`config.mk`:
```
export PLATFORM = sky130hd
export DESIGN_NAME = rcz_seq
export DESIGN_NICKNAME = d
export VERILOG_FILES = /design/src/design/rcz_pkg.sv /design/src/design/rcz_seq.sv
export SDC_FILE = /design/constraint.sdc
export NUM_CORES = 1
export LEC_CHECK = 0
export BUFFER_PORTS_ARGS = -buffer_cell sky130_fd_sc_hd__buf_2
export CAP_MARGIN = 0
export CORE_MARGIN = 8
export CORE_UTILIZATION = 44
export DETAILED_ROUTE_END_ITERATION = 8
export PLACE_DENSITY = 0.94
export SETUP_SLACK_MARGIN = 0.4
export SLEW_MARGIN = 15
export SYNTH_ARGS = -nofsm -noshare
export SYNTH_HDL_FRONTEND = slang
export SYNTH_SLANG_ARGS = --single-unit
```
`constraint.sdc`:
```
create_clock -name clock -period 3.73 [get_ports clock]
set_clock_uncertainty 0.1 [all_clocks]
set_input_delay 0.1865 -clock clock [delete_from_list [all_inputs] [get_ports clock]]
set_output_delay 0.1865 -clock clock [all_outputs]
set_load 0.01 [all_outputs]
```
`src/design/rcz_pkg.sv`:
```
// rcz_pkg: shared types, constants and register codes of the 3x3 RGB filter.
// No dependencies; every other design file refers to it by scoped names.
`default_nettype none

package rcz_pkg;

   // Default sizes, handed to the top level parameters
   localparam int DEF_MAX_LINE_PIXELS    = 1024;
   localparam int DEF_COEF_FRACTION_BITS = 8;

   // Field and datapath widths
   localparam int PIX_W      = 8;                  // one color component
   localparam int PIXEL_W    = 3 * PIX_W;          // packed RGB, red in low bits
   localparam int COORD_W    = 10;                 // output coordinates
   localparam int DIM_W      = 11;                 // width / height registers
   localparam int COEF_W     = 16;                 // one signed coefficient
   localparam int TAPS       = 3;                  // kernel side
   localparam int NTAPS      = TAPS * TAPS;
   localparam int KROW_W     = TAPS * COEF_W;      // one kernel row register
   localparam int PROD_W     = COEF_W + PIX_W + 1; // signed coef x unsigned pixel
   localparam int SUM_W      = PROD_W + 4;         // nine products, no overflow
   localparam int CSR_IDX_W  = 3;
   localparam int COORD_CAP  = 1024;

   localparam logic [PIX_W-1:0] PIX_MAX = 8'd255;

   // Register reset values
   localparam logic [DIM_W-1:0]  RST_IMAGE_WIDTH  = 11'd640;
   localparam logic [DIM_W-1:0]  RST_IMAGE_HEIGHT = 11'd480;
   localparam logic [KROW_W-1:0] RST_KERNEL_TOP   = 48'd0;
   localparam logic [KROW_W-1:0] RST_KERNEL_MID   = 48'd256;
   localparam logic [KROW_W-1:0] RST_KERNEL_BOT   = 48'd0;

   // Register indexes on the csr port
   typedef enum logic [CSR_IDX_W-1:0] {
      CSR_IMAGE_WIDTH   = 3'd0,
      CSR_IMAGE_HEIGHT  = 3'd1,
      CSR_KERNEL_TOP    = 3'd2,
      CSR_KERNEL_MIDDLE = 3'd3,
      CSR_KERNEL_BOTTOM = 3'd4
   } csr_index_type;

   // Input operation codes
   typedef enum logic {
      OP_PIXEL = 1'b0,
      OP_FLUSH = 1'b1
   } operation_type;

   // Request transaction payload
   typedef struct packed {
      operation_type    operation;
      logic [PIX_W-1:0] red;
      logic [PIX_W-1:0] green;
      logic [PIX_W-1:0] blue;
   } req_payload_type;

   // Response transaction payload
   typedef struct packed {
      logic [PIX_W-1:0]   red_out;
      logic [PIX_W-1:0]   green_out;
      logic [PIX_W-1:0]   blue_out;
      logic [COORD_W-1:0] column;
      logic [COORD_W-1:0] row;
      logic               frame_end;
   } rsp_payload_type;

   // Effective configuration; kernel[0] is the top row
   typedef struct packed {
      logic [DIM_W-1:0]             width;
      logic [DIM_W-1:0]             height;
      logic [TAPS-1:0][KROW_W-1:0]  kernel;
   } cfg_type;

   // Per-transaction control computed at accept time
   typedef struct packed {
      logic               has_result;
      logic               frame_end;
      logic [NTAPS-1:0]   use_tap;     // tap r*3+c lies inside the image
      logic [COORD_W-1:0] column;
      logic [COORD_W-1:0] row;
   } seq_ctrl_type;

endpackage

`default_nettype wire

```
`src/design/rcz_seq.sv`:
```
// rcz_seq: input and output raster counters, edge masks and frame end.
// Depends on rcz_pkg; feeds the line store address and the per-item control.
`default_nettype none

module rcz_seq #(
   parameter int MAX_LINE_PIXELS = rcz_pkg::DEF_MAX_LINE_PIXELS
) (
   input  wire logic                                 clock,
   input  wire logic                                 reset,
   input  wire logic                                 accept,
   input  rcz_pkg::cfg_type                          cfg,
   output rcz_pkg::seq_ctrl_type                     ctrl,
   output logic [$clog2(MAX_LINE_PIXELS)-1:0]        rd_idx
);

   localparam int IDX_W = $clog2(MAX_LINE_PIXELS);

   logic [rcz_pkg::COORD_W-1:0] in_col_ff,  in_col_in;
   logic [rcz_pkg::DIM_W-1:0]   in_row_ff,  in_row_in;
   logic [rcz_pkg::COORD_W-1:0] out_col_ff, out_col_in;
   logic [rcz_pkg::COORD_W-1:0] out_row_ff, out_row_in;

   logic [rcz_pkg::DIM_W-1:0]   in_col_p1, out_col_p1, out_row_p1;
   logic                        in_wrap, last_col, last_row;
   logic [rcz_pkg::TAPS-1:0]    row_ok, col_ok;

   // Current column indexes the line store; it always stays below the depth
   assign rd_idx = IDX_W'(in_col_ff);

   // Window readiness, edge masks and frame end for the item at the port
   always_comb begin
      in_col_p1  = rcz_pkg::DIM_W'(in_col_ff) + rcz_pkg::DIM_W'(1);
      out_col_p1 = rcz_pkg::DIM_W'(out_col_ff) + rcz_pkg::DIM_W'(1);
      out_row_p1 = rcz_pkg::DIM_W'(out_row_ff) + rcz_pkg::DIM_W'(1);
      in_wrap    = in_col_p1 >= cfg.width;
      last_col   = out_col_p1 >= cfg.width;
      last_row   = out_row_p1 >= cfg.height;

      row_ok = {!last_row, 1'b1, out_row_ff != '0};
      col_ok = {!last_col, 1'b1, out_col_ff != '0};

      ctrl.has_result = (in_row_ff >= rcz_pkg::DIM_W'(2)) ||
                        ((in_row_ff == rcz_pkg::DIM_W'(1)) && (in_col_ff != '0));
      ctrl.frame_end  = ctrl.has_result && last_col && last_row;
      ctrl.column     = out_col_ff;
      ctrl.row        = out_row_ff;
      for (int r = 0; r < rcz_pkg::TAPS; r++) begin
         for (int c = 0; c < rcz_pkg::TAPS; c++) begin
            ctrl.use_tap[r*rcz_pkg::TAPS + c] = row_ok[r] && col_ok[c];
         end
      end
   end

   // Counter next values
   always_comb begin
      in_col_in  = in_col_ff;
      in_row_in  = in_row_ff;
      out_col_in = out_col_ff;
      out_row_in = out_row_ff;
      if (accept) begin
         if (in_wrap) begin
            in_col_in = '0;
            in_row_in = in_row_ff + rcz_pkg::DIM_W'(1);
         end else begin
            in_col_in = in_col_p1[rcz_pkg::COORD_W-1:0];
         end
         if (ctrl.has_result) begin
            if (last_col) begin
               out_col_in = '0;
               out_row_in = out_row_ff + rcz_pkg::COORD_W'(1);
            end else begin
               out_col_in = out_col_p1[rcz_pkg::COORD_W-1:0];
            end
         end
         if (ctrl.frame_end) begin
            in_col_in  = '0;
            in_row_in  = '0;
            out_col_in = '0;
            out_row_in = '0;
         end
      end
   end

   always_ff @(posedge clock) begin
      if (reset) begin
         in_col_ff  <= '0;
         in_row_ff  <= '0;
         out_col_ff <= '0;
         out_row_ff <= '0;
      end else begin
         in_col_ff  <= in_col_in;
         in_row_ff  <= in_row_in;
         out_col_ff <= out_col_in;
         out_row_ff <= out_row_in;
      end
   end

`ifndef ASSERT_OFF
   // Line store address never leaves the store
   a_idx_in_range: assert property (@(posedge clock) disable iff (reset)
      32'(in_col_ff) < MAX_LINE_PIXELS)
      else $error("input column beyond line store depth");

   // Frame end returns every counter to the frame origin
   a_frame_restart: assert property (@(posedge clock) disable iff (reset)
      accept && ctrl.frame_end |=>
         in_col_ff == '0 && in_row_ff == '0 && out_col_ff == '0 && out_row_ff == '0)
      else $error("counters not cleared after frame end");
`endif

endmodule

`default_nettype wire

```
==> results of run 1 <==
power breakdown:
group          switching, mW  internal, mW
clock                  0.164         0.200
sequential           0.00437         0.437
combinational         0.0621        0.0421
total                  0.230         0.680
synthesized netlist by cell type, types with 2 or more instances:
master / number / area (um2)
a21o_1: 5 / 37.5
a21oi_1: 37 / 185
a221o_1: 2 / 20.0
a31o_1: 2 / 17.5
a31oi_1: 4 / 25.0
a32o_1: 4 / 40.0
a32oi_1: 2 / 17.5
and2_1: 2 / 12.5
and3_1: 16 / 100
buf_2: 2 / 10.0
clkbuf_1: 15 / 56.3
dfxtp_1: 41 / 821
ha_1: 42 / 526
inv_1: 34 / 128
inv_2: 2 / 7.51
nand2_1: 35 / 131
nand2b_1: 8 / 50.1
nand3_1: 23 / 115
nand3b_1: 11 / 82.6
nand4_1: 14 / 87.6
nand4b_1: 2 / 17.5
nor2_1: 25 / 93.8
nor2b_1: 4 / 25.0
nor3_1: 6 / 30.0
nor3_2: 2 / 20.0
nor4_1: 7 / 43.8
o21ai_0: 9 / 45.0
o21ai_1: 10 / 50.1
o22ai_1: 3 / 18.8
o31ai_1: 4 / 30.0
o41ai_1: 4 / 35.0
or3_1: 7 / 43.8
xnor2_1: 12 / 105
xor2_1: 12 / 105
how the worst max path moves through the flow:
stage                                to  cells past startpoint
after floorplan           in_row_ff[10]                     14
after global placement     in_row_ff[4]                     13
after detailed placement   in_row_ff[4]                     13
after CTS                      ctrl[27]                     11
after global routing       in_row_ff[4]                     14
final                      in_row_ff[4]                     14
timing repair:
action / in CTS / in global routing
endpoints found under the setup margin: 24 / 43
setup buffers: 2 / 8
pin swaps: 2 / 9
gates resized for setup: 14 / 30
routing by layer:
layer / track usage [%] / part of all wire, %
met1: 19.8 / 40
met2: 27.1 / 48
met3: 5.02 / 8.4
met4: 7.97 / 3.3
met5: 0 / 0
layout by cell type, fill, tap and decap left out, types with 5 or more instances in the layout:
| cell | synthesis | layout |
|---|---|---|
| nand2_1 | 35 | 34 |
| o21ai_1 | 10 | 11 |
| xnor2_1 | 12 | 11 |
| o21ai_0 | 9 | 8 |
| buf_2 | 2 | 64 |
| nor4_1 | 7 | 7 |
| xor2_1 | 12 | 12 |
| and3_1 | 16 | 8 |
| a21o_1 | 5 | 5 |
| inv_1 | 34 | 34 |
| nor2_1 | 25 | 22 |
| nand4_1 | 14 | 14 |
| nand3_1 | 23 | 22 |
| nor3_1 | 6 | 6 |
| dfxtp_1 | 41 | 33 |
| buf_4 | 1 | 15 |
| ha_1 | 42 | 38 |
| dfxtp_4 | 0 | 5 |
| clkbuf_8 | 0 | 5 |
| and3_4 | 0 | 6 |
| or3_1 | 7 | 7 |
| nand3b_1 | 11 | 11 |
| nand2b_1 | 8 | 8 |
| a21oi_1 | 37 | 34 |
sequential cells by signal, indices dropped and copies added, names as in the netlist:
name,count
out_col_ff,10
rd_idx,10
in_row_ff,11
out_row_ff,10
layout make-up:
cell class / count / area (um2) / area share [%]
Tap cell: 102 / 128 / 3.06
Sequential cell: 41 / 843 / 20.2
Clock inverter: 3 / 46.3 / 1.11
Multi-Input combinational cell: 336 / 2460 / 59.1
Clock buffer: 5 / 68.8 / 1.65
Inverter: 37 / 141 / 3.39
Timing Repair Buffer: 82 / 475 / 11.4
cells by family after synthesis:
group	synth area share, %
XOR/XNOR	6.23
flip-flops	24.3
buffers and inverters	6.71
AND/OR/NAND/NOR	27.0
multiplexers	0.297
adder cells (fa/ha/maj)	15.6
other	0.111
AO/OA/AOI/OAI	19.8
critical path: stages, from the launching register on:
cell and delay (ns):
dfxtp_1 0.35, buf_4 0.15, and3_1 0.18, nand2_1 0.09, nor2_2 0.17, nand3_1 0.12
xnor2_1 0.24, ha_1 0.30, a21oi_1 0.20, o41ai_2 0.11, a221o_2 0.42, buf_4 0.19
a221oi_1 0.28, o21ai_1 0.12, o41ai_2 0.08
per-stage QoR:
stage,util [%],instances,setup slack [ns]
6_report,55.0,606,0.525
5_1_grt,55.0,606,0.286
4_1_cts,52.7,598,0.398
3_5_place_dp,50.2,588,0.214
3_3_place_gp,50.2,588,0.290
2_1_floorplan,-,433,0.508
==> metrics.txt, run 1 <==
Finished Cell Area 0.00417 mm2; RePlAce Congestion 0.900; Startpoint Class flip-flop; hold_ws 0.255 ns; DIE HEIGHT 104 um; hold endpoint rd_idx[5]; Critical Path Start rd_idx[0]; DP Wirelength 7020 um; highest clock rate 0.312 GHz; Syn Area/Cell 7.80 um2; Worst-path clk slew 0.09 ns; r2r endpoint in_row_ff[4]; DRC 0; post-route ant nets 0; WS Path Type reg2reg; via count 3,610; max-slew violations 0; Worst-Skew Late Latency 0.29 ns; dpl cell area 0.00380 mm2; critical path data arrival time 3.29 ns; TritonCTS buffer count 5; DR pass1 iterations 4; Worst R2R Start rd_idx[0]; RSZ-0062 raised after global routing no; I/O pin total 210; grt ovf 0; IO buf count 64; Final setup viols 0; row cnt 32; EDFF count, synth 0; vias per inst 5.96; Netlist cell types 59; r2r setup slk 0.52 ns; die width 104 um; Max-Cap Viols 0; Total Routing Usage GR 16.7%; Post-Synthesis Cells 433; critical path fanouts, max 8; hold_buf cts 0; setup TNS 0 ns; initial antenna violation count 0; Worst setup EP type flip-flop; routed wire length per instance 16.2 um; CTS Root Cell clkbuf_8; Synth Net Count 644; YS warnings 0; ant diodes 0; CTS tree yes; Final Hold Fails 0; Final Critical Period 3.21 ns; pin count of the biggest net entering global routing 39; synth-to-layout area growth 23.4%; Worst Max-Slew Pin Slew 0.988 ns; number of global-route vias before repair 3,402; leakage power 1.91 nW; fillers 657; worst IR drop on VDD 0.000149 V; net count reported at finish 714; starting density of the core 44.6%; R2R cell count 14; initial drt markers 208; CTS max path bufs 2; status complete, no violations; Hold Startpoint accept; PD cells 218 mW/mm2; Synth async-reset ratio 0%; post-synthesis sequential area ratio 24.3%; Syn Std Cell Area 0.00338 mm2; worst endpoint required time 3.82 ns; die area 0.0107 mm2; Worst Hold Class in2reg; first-pass GRT wire length 15,600 um; #FFs+latches synth 41; Clock Sinks 41; Tcrit/Tclk final 85.9%; core area 0.00757 mm2; Top FF cell, synth dfxtp_1; Final Routed Wirelength 9820 um; relative slew slack 33.9%; WHS Path Cells 3; CTS H-tree lvls 2; layout cells sized above 1 27.0%; total power draw 0.910 mW
No activity file was read; power rests on OpenSTA's default activity.
==> inputs of run 2 (changes only) <==
--- a/config.mk
+++ b/config.mk
@@ -9,8 +9,10 @@
 export CAP_MARGIN = 0
 export CORE_MARGIN = 8
 export CORE_UTILIZATION = 44
+export CTS_CLUSTER_SIZE = 30
 export DETAILED_ROUTE_END_ITERATION = 8
 export PLACE_DENSITY = 0.94
+export RECOVER_POWER = 50
 export SETUP_SLACK_MARGIN = 0.4
 export SLEW_MARGIN = 15
 export SYNTH_ARGS = -nofsm -noshare
==> run 2 against run 1 <==
Sequential share of layout area decreased by 0.25 points. Die area unchanged. Clock-buffer cell count unchanged. Non-clock buffer count unchanged. Core utilization decreased by 0.79 points. Combinational power about the same. Clock power about the same.
==> metrics.txt, run 2 (synthesized netlist as in run 1, its figures left out) <==
vias per inst 5.92 (-0.64%); RSZ-0062 raised after global routing no; Worst setup EP type flip-flop; max-slew violations 0 (unchanged); Worst-path clk slew 0.09 ns (about the same); row cnt 32 (unchanged); WHS Path Cells 3 (unchanged); net count reported at finish 714 (unchanged); TritonCTS buffer count 5 (unchanged); critical path fanouts, max 8 (unchanged); DP Cell Count 588 (unchanged); Largest delay share family, worst path compound AO/OA/AOI/OAI gates; met3 routed WL 851 um (+2.8%); DRC 0 (unchanged); Slowest-stage cell, CP a221o_2; Top Metal Used met4; CTS max path bufs 2 (unchanged); IO buf count 64 (unchanged); R2R cell count 14 (unchanged); Total Routing Usage GR 16.7% (unchanged); r2r setup slk 0.36 ns (-0.16 ns); relative slew slack 34.5% (+0.65 points); synth-to-layout area growth 21.6%; WS Path Type reg2reg; met2 routed WL 4710 um (-0.74%); Worst-Skew Late Latency 0.29 ns (about the same); I/O pin total 210 (unchanged); routed wire length per instance 16.3 um (+0.29%); number of global-route vias before repair 3,402 (unchanged); max reg flops 11 (unchanged); layout cells sized above 1 19.8% (-7.1 points); starting density of the core 44.6% (unchanged); Worst path max stage delay 0.41 ns (about the same); largest reg by FF count in_row_ff; PD cells 222 mW/mm2 (+1.7%); Final setup viols 0 (unchanged); hold_ws 0.254 ns (-0.00101 ns); cells along the critical path clkbuf_1 > and3_1 > nand2_1 > nor2_2 > nand3_1 > xnor2_1 > ha_1 > a21oi_1 > o41ai_2 > a221o_2 > buf_4 > a221oi_1 > o21ai_1 > o41ai_2; most common cell after layout, fill and taps aside dfxtp_1; DR pass1 iterations 5 (+1); initial antenna violation count 0 (unchanged); core area 0.00757 mm2 (unchanged); worst endpoint required time 3.82 ns (about the same); worst IR drop on VDD 0.000150 V (+0.64%); status complete, no violations; FF+latch area 821 um2 (-2.7%); Max-Cap Viols 0 (unchanged); CTS H-tree lvls 2 (unchanged); setup TNS 0 ns (unchanged); Startpoint Class flip-flop; Worst Hold Class in2reg; area of the multi-input gates 0.00246 mm2 (-0.10%); leakage power 1.79 nW (-6.3%); RePlAce Congestion 0.900 (unchanged); cell repeated most along the worst path o41ai_2; die area 0.0107 mm2 (unchanged); pin count of the biggest net entering global routing 39 (unchanged); Tcrit/Tclk final 90.2% (+4.3 points); met1 wire length 3960 um (+0.92%); Layout Cells excl Fill 606 (unchanged); Final Hold Fails 0 (unchanged); DIE HEIGHT 104 um (unchanged); Worst Max-Slew Pin Slew 0.979 ns (-0.00972 ns); Critical Path Stages 14 (unchanged); hold_buf cts 0 (unchanged); fillers 679 (+3.3%); Buf/Inv on CP 2 (unchanged); DP Wirelength 7020 um (unchanged); die width 104 um (unchanged); most frequent cells in the layout 41 x dfxtp_1, 39 x buf_2, 38 x ha_1, 35 x inv_1; Clock Sinks 41 (unchanged); critical path data arrival time 3.46 ns (+0.17 ns); ant diodes 0 (unchanged); highest clock rate 0.297 GHz (-4.8%); Final Routed Wirelength 9850 um (+0.29%); first-pass GRT wire length 15,600 um (unchanged); initial drt markers 201 (-3.4%); CTS tree yes; Final Critical Period 3.37 ns (+0.161 ns); grt ovf 0 (unchanged); post-route ant nets 0 (unchanged); via count 3,587 (-0.64%); CTS Root Cell clkbuf_8
## run 2: changes by cell type in the layout (fill, tap and decap cells not counted), moves of 3 or more
cell      previous run  this run
dfxtp_1             33        41
dfxtp_2              3         0
dfxtp_4              5         0
clkbuf_1             0        26
buf_2               64        39
## run 2: area by class of cell
cell class / count / share of cell area [%]
clock buffers: 5 / 1.68
clock inverters: 3 / 1.13
multi-input cells: 336 / 59.9
flip-flops and latches: 41 / 20.0
well taps: 102 / 3.11
repair buffers: 82 / 10.7
inverters: 37 / 3.44
## run 2: worst paths after layout
| path | start | end |
|---|---|---|
| worst min-delay path | accept | rd_idx[5] |
| worst max-delay path | rd_idx[0] | in_row_ff[4] |
| worst max register to register | rd_idx[0] | in_row_ff[4] |
| worst min register to register | in_row_ff[10] | in_row_ff[10] |
## run 2: report_power, final
| part | switching (mW) | leakage (nW) | internal (mW) |
|---|---|---|---|
| clock network | 0.164 | 0.0543 | 0.200 |
| registers | 0.00432 | 0.331 | 0.440 |
| logic | 0.0621 | 1.41 | 0.0411 |
## run 2: tightest hold or removal path, cell delays in order
cell and delay (ns):
buf_2 0.23, nand4_1 0.12, a21oi_1 0.06
## run 2: routing by layer
layer / track usage, % / up-vias
li1: - / 1708
met1: 19.8 / 1671
met3: 5.02 / 34
met5: 0 / -
met4: 7.97 / 0
met2: 27.1 / 174
## run 2: metrics by stage
step / total power [mW] / setup slack, ns / utilization (%) / instance area, um2
after floorplan: 0.516 / 0.508 / - / 3380
after global placement: 0.545 / 0.290 / 50.2 / 3800
after detailed placement: 0.551 / 0.214 / 50.2 / 3800
after CTS: 0.914 / 0.398 / 52.7 / 3990
after global routing: 0.953 / 0.127 / 54.2 / 4110
final: 0.912 / 0.364 / 54.2 / 4110
## run 2: what timing repair did
action / in CTS / in global routing
pin swaps: 2 / 9
endpoints found under the setup margin: 24 / 43
resized for setup: 14 / 30
buffers inserted: 2 / 8
