**src/design/rcz_pkg.sv**
```systemverilog
// rcz_pkg: shared types, constants and register codes of the 3x3 RGB filter.
// No dependencies; every other design file refers to it by scoped names.
`default_nettype none

package rcz_pkg;

   // Default sizes, handed to the top level parameters
   localparam int DEF_MAX_LINE_PIXELS    = 1024;
   localparam int DEF_COEF_FRACTION_BITS = 8;

   // Field and datapath widths
   localparam int PIX_W      = 8;                  // one color component
   localparam int PIXEL_W    = 3 * PIX_W;          // packed RGB, red in low bits
   localparam int COORD_W    = 10;                 // output coordinates
   localparam int DIM_W      = 11;                 // width / height registers
   localparam int COEF_W     = 16;                 // one signed coefficient
   localparam int TAPS       = 3;                  // kernel side
   localparam int NTAPS      = TAPS * TAPS;
   localparam int KROW_W     = TAPS * COEF_W;      // one kernel row register
   localparam int PROD_W     = COEF_W + PIX_W + 1; // signed coef x unsigned pixel
   localparam int SUM_W      = PROD_W + 4;         // nine products, no overflow
   localparam int CSR_IDX_W  = 3;
   localparam int COORD_CAP  = 1024;

   localparam logic [PIX_W-1:0] PIX_MAX = 8'd255;

   // Register reset values
   localparam logic [DIM_W-1:0]  RST_IMAGE_WIDTH  = 11'd640;
   localparam logic [DIM_W-1:0]  RST_IMAGE_HEIGHT = 11'd480;
   localparam logic [KROW_W-1:0] RST_KERNEL_TOP   = 48'd0;
   localparam logic [KROW_W-1:0] RST_KERNEL_MID   = 48'd256;
   localparam logic [KROW_W-1:0] RST_KERNEL_BOT   = 48'd0;

   // Register indexes on the csr port
   typedef enum logic [CSR_IDX_W-1:0] {
      CSR_IMAGE_WIDTH   = 3'd0,
      CSR_IMAGE_HEIGHT  = 3'd1,
      CSR_KERNEL_TOP    = 3'd2,
      CSR_KERNEL_MIDDLE = 3'd3,
      CSR_KERNEL_BOTTOM = 3'd4
   } csr_index_type;

   // Input operation codes
   typedef enum logic {
      OP_PIXEL = 1'b0,
      OP_FLUSH = 1'b1
   } operation_type;

   // Request transaction payload
   typedef struct packed {
      operation_type    operation;
      logic [PIX_W-1:0] red;
      logic [PIX_W-1:0] green;
      logic [PIX_W-1:0] blue;
   } req_payload_type;

   // Response transaction payload
   typedef struct packed {
      logic [PIX_W-1:0]   red_out;
      logic [PIX_W-1:0]   green_out;
      logic [PIX_W-1:0]   blue_out;
      logic [COORD_W-1:0] column;
      logic [COORD_W-1:0] row;
      logic               frame_end;
   } rsp_payload_type;

   // Effective configuration; kernel[0] is the top row
   typedef struct packed {
      logic [DIM_W-1:0]             width;
      logic [DIM_W-1:0]             height;
      logic [TAPS-1:0][KROW_W-1:0]  kernel;
   } cfg_type;

   // Per-transaction control computed at accept time
   typedef struct packed {
      logic               has_result;
      logic               frame_end;
      logic [NTAPS-1:0]   use_tap;     // tap r*3+c lies inside the image
      logic [COORD_W-1:0] column;
      logic [COORD_W-1:0] row;
   } seq_ctrl_type;

endpackage

`default_nettype wire

```
**src/design/rcz_csr.sv**
```systemverilog
// rcz_csr: configuration registers and clamping of width and height.
// Depends on rcz_pkg.
`default_nettype none

module rcz_csr #(
   parameter int MAX_LINE_PIXELS = rcz_pkg::DEF_MAX_LINE_PIXELS
) (
   input  wire logic                             clock,
   input  wire logic                             reset,
   input  wire logic                             csr_wr_en,
   input  wire logic [rcz_pkg::CSR_IDX_W-1:0]    csr_index,
   input  wire logic [rcz_pkg::KROW_W-1:0]       csr_wr_data,
   output rcz_pkg::cfg_type                      cfg
);

   localparam int WIDTH_CAP = (MAX_LINE_PIXELS < rcz_pkg::COORD_CAP) ?
                              MAX_LINE_PIXELS : rcz_pkg::COORD_CAP;

   logic [rcz_pkg::DIM_W-1:0]                      width_ff;
   logic [rcz_pkg::DIM_W-1:0]                      height_ff;
   logic [rcz_pkg::TAPS-1:0][rcz_pkg::KROW_W-1:0]  kernel_ff;

   // Register writes; unlisted indexes are dropped
   always_ff @(posedge clock) begin
      if (reset) begin
         width_ff     <= rcz_pkg::RST_IMAGE_WIDTH;
         height_ff    <= rcz_pkg::RST_IMAGE_HEIGHT;
         kernel_ff[0] <= rcz_pkg::RST_KERNEL_TOP;
         kernel_ff[1] <= rcz_pkg::RST_KERNEL_MID;
         kernel_ff[2] <= rcz_pkg::RST_KERNEL_BOT;
      end else if (csr_wr_en) begin
         case (rcz_pkg::csr_index_type'(csr_index))
            rcz_pkg::CSR_IMAGE_WIDTH:   width_ff     <= csr_wr_data[rcz_pkg::DIM_W-1:0];
            rcz_pkg::CSR_IMAGE_HEIGHT:  height_ff    <= csr_wr_data[rcz_pkg::DIM_W-1:0];
            rcz_pkg::CSR_KERNEL_TOP:    kernel_ff[0] <= csr_wr_data;
            rcz_pkg::CSR_KERNEL_MIDDLE: kernel_ff[1] <= csr_wr_data;
            rcz_pkg::CSR_KERNEL_BOTTOM: kernel_ff[2] <= csr_wr_data;
            default: ;
         endcase
      end
   end

   // Effective sizes: at least one, at most the line store and coordinate range
   always_comb begin
      cfg.kernel = kernel_ff;
      if (width_ff == '0) begin
         cfg.width = rcz_pkg::DIM_W'(1);
      end else if (width_ff > rcz_pkg::DIM_W'(WIDTH_CAP)) begin
         cfg.width = rcz_pkg::DIM_W'(WIDTH_CAP);
      end else begin
         cfg.width = width_ff;
      end
      if (height_ff == '0) begin
         cfg.height = rcz_pkg::DIM_W'(1);
      end else if (height_ff > rcz_pkg::DIM_W'(rcz_pkg::COORD_CAP)) begin
         cfg.height = rcz_pkg::DIM_W'(rcz_pkg::COORD_CAP);
      end else begin
         cfg.height = height_ff;
      end
   end

endmodule

`default_nettype wire

```
**config.mk**
```make
export PLATFORM = sky130hd
export DESIGN_NAME = rcz_csr
export DESIGN_NICKNAME = d
export VERILOG_FILES = /design/src/design/rcz_pkg.sv /design/src/design/rcz_csr.sv
export SDC_FILE = /design/constraint.sdc
export NUM_CORES = 1
export LEC_CHECK = 0
export ABC_AREA = 1
export BUFFER_PORTS_ARGS = -buffer_cell sky130_fd_sc_hd__clkbuf_2
export CORE_MARGIN = 5
export CORE_UTILIZATION = 35
export DETAILED_ROUTE_END_ITERATION = 12
export GPL_TIMING_DRIVEN = 0
export SYNTH_ARGS = -nofsm -noshare
export SYNTH_HDL_FRONTEND = slang
export SYNTH_SLANG_ARGS = --single-unit
```
**constraint.sdc**
```tcl
create_clock -name clock -period 2.1 [get_ports clock]
set_input_delay 0 -clock clock [delete_from_list [all_inputs] [get_ports clock]]
set_output_delay 0 -clock clock [all_outputs]
set_load 0.02 [all_outputs]
```
==> results of run 1 <==
path summary, 6_finish.rpt:
path / end / slack, ps / depth (start not counted)
worst max-delay path: cfg[147] / 430 / 6
worst min-delay path: width_ff[0] / 60 / 6
worst max register to register: width_ff[7] / 1470 / 2
worst min register to register: cfg[82] / 460 / 2
power breakdown:
group	leakage (nW)	switching (mW)	internal, mW
registers	1.35	0.0557	3.25
logic	2.11	0.506	0.286
clock network	0.297	1.34	1.92
flip-flops by register name (all words and copies together) (netlist names):
register   count
cfg          144
height_ff     11
width_ff      11
final cells by class:
class | instances | area share
inverter | 29 | 0.01261
tap | 225 | 0.03262
sequential | 166 | 0.3851
clock inverter | 14 | 0.02001
clock buffer | 18 | 0.05089
buffer | 65 | 0.03639
timing repair buffer | 266 | 0.1827
multi-input combinational | 545 | 0.2797
stage by stage:
stage,instance area (um^2),instances
2_1_floorplan,6160,805
3_3_place_gp,7527,1247
3_5_place_dp,7527,1247
4_1_cts,8630,1328
5_1_grt,8630,1328
6_report,8630,1328
per-layer routing:
| layer | vias to the layer above | track usage | share of wire | wire, um |
|---|---|---|---|---|
| li1 | 3200 | - | - | - |
| met1 | 2856 | 0.2649 | 0.45 | 9490 |
| met2 | 198 | 0.3232 | 0.46 | 9557 |
| met3 | 26 | 0.05124 | 0.066 | 1371 |
| met4 | 0 | 0.07104 | 0.021 | 448 |
| met5 | - | 0 | 0 | 0 |
synthesized netlist by cell type, drive strengths merged:
master,instances
nor2,257
dfxtp,166
o21ai,112
nand2,66
nand4,48
a21oi,47
clkbuf,38
inv,29
buf,27
nand3,13
o211ai,2
logic make-up after synthesis:
| family | Yosys count | share of synthesized area |
|---|---|---|
| simple gates | 384 | 0.2602 |
| flops | 166 | 0.5395 |
| compound gates | 161 | 0.1316 |
| buf+inv | 94 | 0.06865 |
critical path: stages, from the launching register on:
cell and delay, ps:
dfxtp_1 360, nor2_1 60, nand3_1 80, nor2_1 70
nor2_1 430, nor2_1 80, clkbuf_2 180
==> impl_results.md, run 1 <==
* Arr. time, crit path at approximately 1700 ps
* Worst Tran Pin Value at between 600 and 700 ps
* Nets at between 1000 and 1500
* Top cells by area, synth: dfxtp_1, nor2_1, o21ai_0
* Max Clk Rate at roughly 600 MHz
* Fin util at 0.4989
* Mapped Nets at around 860
* Grt total ovfl at 0
* Number of global-route vias before repair at approximately 5900
* TNS Setup at 0 ps
* R2R Path Start: width_ff[7]
* Wirelength per Cell at between 15 and 20 um
* Post-DP HPWL at ~15000 um
* Yosys top cell by area: dfxtp_1
* DR vias/cell at approximately 4.7
* Synth Cell Area at just over 6000 um^2
* Die H at about 140 um
* Post-CTS Setup Inserts at 0
* Core area at around 17000 um^2
* PnR worst setup slack at roughly 430 ps
* Max Cap Violations at 0
* CTS max path bufs at 2
* Vias at ~6300
* Crit path from: height_ff[8]
* H-tree depth at 4
* Fraction of layout cells with a size suffix above 1 at 0.2575
* Initial antenna violation count at 0
* Total Wirelength at approximately 21000 um
* Status: finished, final reports clean
* DIE AREA at 20350 um^2
* Pre-Repair DR Iteration Count at 4
* Total track usage at 0.2017
* DIE WIDTH at 142.7 um
* CTS Root Cell: clkbuf_16
* Total Power at 7.348 mW
* FP Rows at 48
* Sequential area share after synthesis at 0.5395
* Final setup violation count at 0
* Most common cell after layout, fill and taps aside: nor2_1
* Worst Setup Path Type: reg -> out
* Total CTS buffers at 17
* Port Buffers at 217
* Post-synthesis instance total at between 800 and 900
* HP Class: in -> reg
* CP startpoint kind: flip-flop
* Clock Latency Late Sink at around 410 ps
* Fin crit share at 0.7935
* Setup WS pre-CTS at between 700 and 800 ps
* Iter 0 DRT Violations at 320
* CP required at 2100 ps
* Synth top area share at 0.5395
* Reg area at ~3300 um^2
* # resized after CTS at 0
* Minimum clock period at between 1500 and 2000 ps
* Clk pin slew, worst setup/hold paths at roughly 60 ps
* TritonCTS clock tree: yes
* Crit-path max FO at 9
* Final hold violations at 0
* Hold Slack at 59.92 ps
* Synth unique cells at 18
* Sink Count at 166
* Max VDD drop at about 0.56 mV
* Global-route wire length before repair at around 32000 um
* Mean post-synth cell area at ~7.7 um^2
* Hold-fix buffers, CTS at roughly 50
* DR DRC count at 0
* FILL cells at 1757
* Synth Warn # at 0
* Antenna diode count at 0
* P_leak at ~3.8 nW
* Area of the multi-input gates at roughly 2400 um^2
* FF+latch count, synth at 166
* Post-route ant nets at 0
* Slew Viols, Final at 0
* Gp weighted congestion at a little under 0.8
* Largest net degree at the start of global routing at 17
* Final worst clock skew at 0 ps
* RSZ-0062 raised after global routing: no
* Boundary Pins at 220
* Initial core utilization at 0.3561
* Hold_sp: csr_index[0]
* Most frequent cells in the layout: nor2_1, clkbuf_2, dfxtp_1, o21ai_0, nand2_1
* Area grow syn2layout at 40.10%
* CP Capture Type: primary output
* Power Density at 851.5 nW/um^2
* Worst relative slew slack at 0.5989
Power figures use the tool's default switching activity.
==> inputs of run 2 (changes only) <==
ABC_AREA = 0   (was 1)
clock period = 1.4 ns   (was 2.1 ns; I/O delays follow)
==> run 2 against run 1 <==
Net effect:
- the run now ends with negative setup slack left
- via count fell by 6.2%
- combinational power rose by 13%
- first-iteration DRC count fell by 35%
- area after synthesis fell by 2.6%
- total power rose by 42%
- sequential power rose by 48%
- register-to-register slack got worse by 960 ps
- non-clock buffer count fell by 4
- synthesized cell count fell by 6.7%
- global-route usage fell by 0.61 points
- hold slack improved by 52 ps
==> impl_results.md, run 2 <==
* Status: finished with violations
* Failing checks: negative setup slack
* Minimum clock period at roughly 1400 ps
* Largest net degree at the start of global routing at 17
* Max reg flops at approximately 140
* Placed Area at around 7400 um^2
* Synth unique cells at 22
* Final non-filler cell area at roughly 8500 um^2
* Clock Latency Late Sink at 420 ps
* Fin util at 0.5119
* Boundary Pins at 220
* Clk pin slew, worst setup/hold paths at around 60 ps
* Synth Warn # at 0
* Final setup violation count at 1
* FF+latch count, synth at 166
* Initial antenna violation count at 0
* H-tree depth at 4
* Nets at 1093
* Max Clk Rate at 701.3 MHz
* HP Class: in -> reg
* Most frequent cells in the layout: nand2_1, clkbuf_2, dfxtp_1, a21oi_1, dlygate4sd3_1
* Number of synthesized flops with an enable pin at 0
* Synth async-reset ratio at 0
* Crit-path max FO at 3
* Worst relative slew slack at 0.5588
* Post-synthesis instance total at 751
* Arr. time, crit path at between 1000 and 1500 ps
* Antenna diode count at 0
* Max VDD drop at approximately 0.83 mV
* Fraction of layout cells with a size suffix above 1 at 0.2814
* Finished Layout Cells at between 1000 and 1500
* Mapped Nets at around 800
* DIE WIDTH at 140.9 um
* TritonCTS clock tree: yes
* DIE AREA at roughly 20000 um^2
* Yosys top cell by area: dfxtp_1
* FP Rows at 47
* Iter 0 DRT Violations at around 210
* P_leak at approximately 3.5 nW
* Post-DP HPWL at 14420 um
* Gp weighted congestion at approximately 0.8
* Post-route ant nets at 0
* Mean post-synth cell area at around 8 um^2
* Final worst clock skew at 0 ps
* DR DRC count at 0
* Worst Setup Path Type: reg -> out
* CP required at between 1000 and 1500 ps
* Placed cell count at 1189
* Initial core utilization at 0.3593
* Port Buffers at 218
* PnR worst setup slack at -26.01 ps
* Max Cap Violations at 0
* CP Capture Type: primary output
* DR vias/cell at roughly 4.6
* CTS max path bufs at 2
* Power Density at 1222 nW/um^2
* Worst Tran Pin Value at roughly 660 ps
* Wirelength per Cell at between 15 and 20 um
* Sequential area share after synthesis at 0.5538
* Vias at ~6000
* Synth top area share at 0.5538
* RSZ-0062 raised after global routing: yes
* Most used DFF post-synth: dfxtp_1
* Top cells by area, synth: dfxtp_1, nand2_1, a21oi_1
* Final hold violations at 0
* Total Wirelength at approximately 20000 um
* Number of global-route vias before repair at around 5700
* CTS Root Cell: clkbuf_16
* Slew Viols, Final at 0
* Global-route wire length before repair at just over 30000 um
* Area grow syn2layout at 42.47%
* Core area at around 17000 um^2
* Synth cell count leaders: nand2_1, dfxtp_1, a21oi_1
* CP startpoint kind: flip-flop
* Pre-Repair DR Iteration Count at 4
* Fin crit share at 1.019
* Die H at between 100 and 150 um
* Sink Count at roughly 170
* Total CTS buffers at 17
* Synth Cell Area at 6001 um^2
* Grt total ovfl at 0
* Most numerous cell in the Yosys netlist: nand2_1
* Total track usage at 0.1956
* Most common cell after layout, fill and taps aside: nand2_1
## run 2: cell types whose count changed after synthesis, sizes merged, moves of 29 or more
cell   change
nand2    +242
nor2     -242
o21ai    -112
a21oi    +110
nand4     -48
inv       -29
## run 2: path summary, 6_finish.rpt
| kind | startpoint | endpoint | slack (ps) | depth (start not counted) |
|---|---|---|---|---|
| setup / recovery | width_ff[7] | cfg[155] | -30 | 4 |
| hold / removal | csr_wr_en | width_ff[10] | 110 | 4 |
| hold reg to reg | cfg[58] | cfg[58] | 450 | 2 |
| setup reg to reg | width_ff[10] | width_ff[10] | 510 | 3 |
## run 2: per-stage QoR
stage                     total power, mW  setup WS [ps]  hold slack [ps]  TNS [ps]
final                               10.45         -26.01            111.6    -26.01
after global routing                10.83         -111.3            135.9    -160.9
after CTS                           10.56         -77.50            58.51    -120.3
after detailed placement            5.767         -122.4            259.8     -5127
after global placement              5.761         -58.92            255.5     -2817
after floorplan                     5.392          451.1            121.2         0
## run 2: metal layers
| metal | global-route usage | vias to the layer above | wire (um) |
|---|---|---|---|
| met2 | 0.3185 | 177 | 8878 |
| met3 | 0.05926 | 21 | 1532 |
| li1 | - | 2999 | - |
| met5 | 0 | - | 0 |
| met1 | 0.2497 | 2694 | 8881 |
| met4 | 0.06119 | 0 | 351 |
## run 2: layout make-up
type	instances	area, um^2
clock buffer	19	442.9
buffer	57	335.3
clock inverter	13	145.1
multi-input combinational	527	2410
tap	220	275.3
sequential	166	3327
timing repair buffer	270	1614
fill	1661	8152
## run 2: cell families after synthesis
| group | after synthesis | synth area share |
|---|---|---|
| muxes | 7 | 0.01168 |
| and+or+nand+nor | 361 | 0.2492 |
| buffers and inverters | 58 | 0.05234 |
| DFF | 166 | 0.5538 |
| AOI/OAI and AO/OA | 159 | 0.1330 |
## run 2: critical path, cell delays in order (launching register included)
cell and delay, ps:
dfxtp_2 340, nor4_4 300, a31oi_1 120, nor2_1 110, buf_4 150
## run 2: report_power, final
group	switching (mW)	total (mW)	internal, mW
Sequential	0.0623	4.89	4.82
Combinational	0.548	0.892	0.344
Clock	1.97	4.67	2.70
Total	2.58	10.4	7.87
## run 2: what timing repair did
item                       4_1_cts  5_1_grt
resized for setup                8       14
setup buffers                    1        0
hold buffers                    51        0
setup endpoints to repair       13       59
hold endpoints to repair       166        0
pin swaps                        5        4
==> inputs of run 3 (changes only) <==
CELL_PAD_IN_SITES_DETAIL_PLACEMENT = 0   (was unset)
CELL_PAD_IN_SITES_GLOBAL_PLACEMENT = 2   (was unset)
CORE_UTILIZATION = 24   (was 35)
PLACE_DENSITY_LB_ADDON = 0.1   (was unset)
==> run 3 against run 2 <==
Net effect:
- the run still ends with negative setup slack left
- routed wire length rose by 16%
- die area increased by 42%
- register-to-register slack barely moved
- clock skew stayed put
- maximum frequency barely moved
- worst setup slack hardly changed
- hold slack worse by 8.1 ps
- critical path type unchanged
- critical endpoint unchanged
- largest cell class unchanged
==> impl_results.md, run 3 (synthesis gave the netlist of run 2 again) <==
* Failing checks: negative setup slack
* CTS Root Cell: clkbuf_16
* Clk pin slew, worst setup/hold paths at about 60 ps
* CP startpoint kind: flip-flop
* DIE WIDTH at 168.1 um
* Placed Area at approximately 7500 um^2
* Die H at roughly 170 um
* Hold_sp: csr_wr_en
* Nets at between 1000 and 1500
* Status: finished with violations
* Port Buffers at about 220
* Global-route wire length before repair at 35510 um
* TritonCTS clock tree: yes
* Initial antenna violation count at 1
* Area grow syn2layout at 43.97%
* DIE AREA at 28270 um^2
* Max Cap Violations at 0
* Power Density at 1184 nW/um^2
* Fin util at 0.3532
* Post-DP HPWL at about 17000 um
* Most frequent cells in the layout: nand2_1, clkbuf_2, dfxtp_1, a21oi_1, dlygate4sd3_1
* Max reg flops at roughly 140
* Number of global-route vias before repair at 5924
* Slew Viols, Final at 0
* Gp weighted congestion at about 0.71
* CP Capture Type: primary output
* Most common cell after layout, fill and taps aside: nand2_1
* Initial core utilization at 0.2453
* Finished Layout Cells at around 1400
* H-tree depth at 4
* Crit-path max FO at 3
* Worst Tran Pin Value at ~630 ps
* FP Rows at 57
* Minimum clock period at 1426 ps
* P_leak at 3.515 nW
* Slowest library cell on the worst path: dfxtp_2
* Final non-filler cell area at between 8000 and 9000 um^2
* DR DRC count at 0
* Post-route ant nets at 0
* Total track usage at 0.1600
* Placed cell count at between 1000 and 1500
* R2R Path Start: width_ff[10]
* Largest net degree at the start of global routing at 17
* Area of the multi-input gates at 2412 um^2
* Total CTS buffers at 17
* HP Class: in -> reg
* Max VDD drop at 0.5877 mV
* Arr. time, crit path at around 1400 ps
* Fraction of layout cells with a size suffix above 1 at 0.2826
* Wirelength per Cell at about 17 um
* Boundary Pins at between 200 and 250
* Sink Count at about 170
* FILL cells at approximately 2700
* Total Wirelength at about 23000 um
* RSZ-0062 raised after global routing: yes
* CTS max path bufs at 2
* Grt total ovfl at 0
* Reg area at 3327 um^2
* Final hold violations at 0
* Core area at 24460 um^2
* Vias at around 5900
* CP required at 1400 ps
* Antenna diode count at 0
* Max Clk Rate at around 700 MHz
* Worst Setup Path Type: reg -> out
* Iter 0 DRT Violations at 247
* Final worst clock skew at 0 ps
* Pre-Repair DR Iteration Count at 6
* Worst relative slew slack at 0.5794
* Clock Latency Late Sink at 420 ps
* Crit path from: width_ff[9]
* CP peak stage delay at roughly 340 ps
* DR vias/cell at ~4.3
* CP cell instances: nor4_4 > a31oi_1 > nor2_1 > buf_4
* Fin crit share at 1.018
* Final setup violation count at 2
* PnR worst setup slack at -25.76 ps
[run 3: cell count changes in the layout (fill, tap and decap cells not counted)]
cell       change
clkbuf_4       +1
clkbuf_1       -1
clkinv_4       +2
inv_6          +1
nor2b_2        +1
buf_4          -1
buf_6          +1
inv_8          -1
clkinv_2       -1
bufinv_16      -2
nor2b_1        -1
[run 3: routing by layer]
metal / track usage / wire length, um / up-vias
met2: 0.2628 / 10820 / 139
met5: 0 / 13 / -
li1: - / - / 3018
met1: 0.2073 / 10500 / 2720
met3: 0.05205 / 1366 / 11
met4: 0.03211 / 148 / 2
[run 3: cell type report]
cell class                 count  area share
buffer                        58     0.04055
clock buffer                  19     0.05127
clock inverter                12     0.01101
multi-input combinational    527      0.2792
sequential                   166      0.3851
tap                          324     0.04692
timing repair buffer         269      0.1860
[run 3: final timing paths]
path	end	slack [ps]	depth (start not counted)
min	width_ff[10]	100	4
max reg2reg	width_ff[10]	520	3
max	cfg[155]	-30	4
min reg2reg	cfg[140]	450	2
[run 3: worst max-delay path, delay by kind of cell, from the launching register on]
| family | cells | cell delay [ps] |
|---|---|---|
| compound gates | 1 | 100 |
| buf+inv | 1 | 160 |
| flops | 1 | 340 |
| simple gates | 2 | 400 |
[run 3: timing repair]
| item | CTS | global route |
|---|---|---|
| endpoints found under the setup margin | 18 | 77 |
| hold buffers | 51 | 0 |
| resized for setup | 10 | 22 |
| endpoints found under the hold margin | 166 | 0 |
| pin swaps | 5 | 4 |
| buffers inserted | 0 | 0 |
[run 3: through the flow]
stage	total power [mW]	hold slack, ps	setup TNS, ps	setup WS (ps)
finish	10.23	103.5	-40.41	-25.76
global route	10.70	120.2	-225.8	-127.6
CTS	10.40	54.52	-169.6	-113.7
detailed placement	5.802	260.9	-12760	-203.4
global placement	5.801	264.3	-8490	-147.3
floorplan	5.392	121.2	0	451.1
[run 3: power by group]
group | leakage (nW) | internal (mW) | switching (mW) | total (mW)
clock network | 0.249 | 2.33 | 2.10 | 4.43
logic | 1.92 | 0.345 | 0.571 | 0.917
registers | 1.34 | 4.82 | 0.0597 | 4.88
total | 3.51 | 7.50 | 2.73 | 10.2
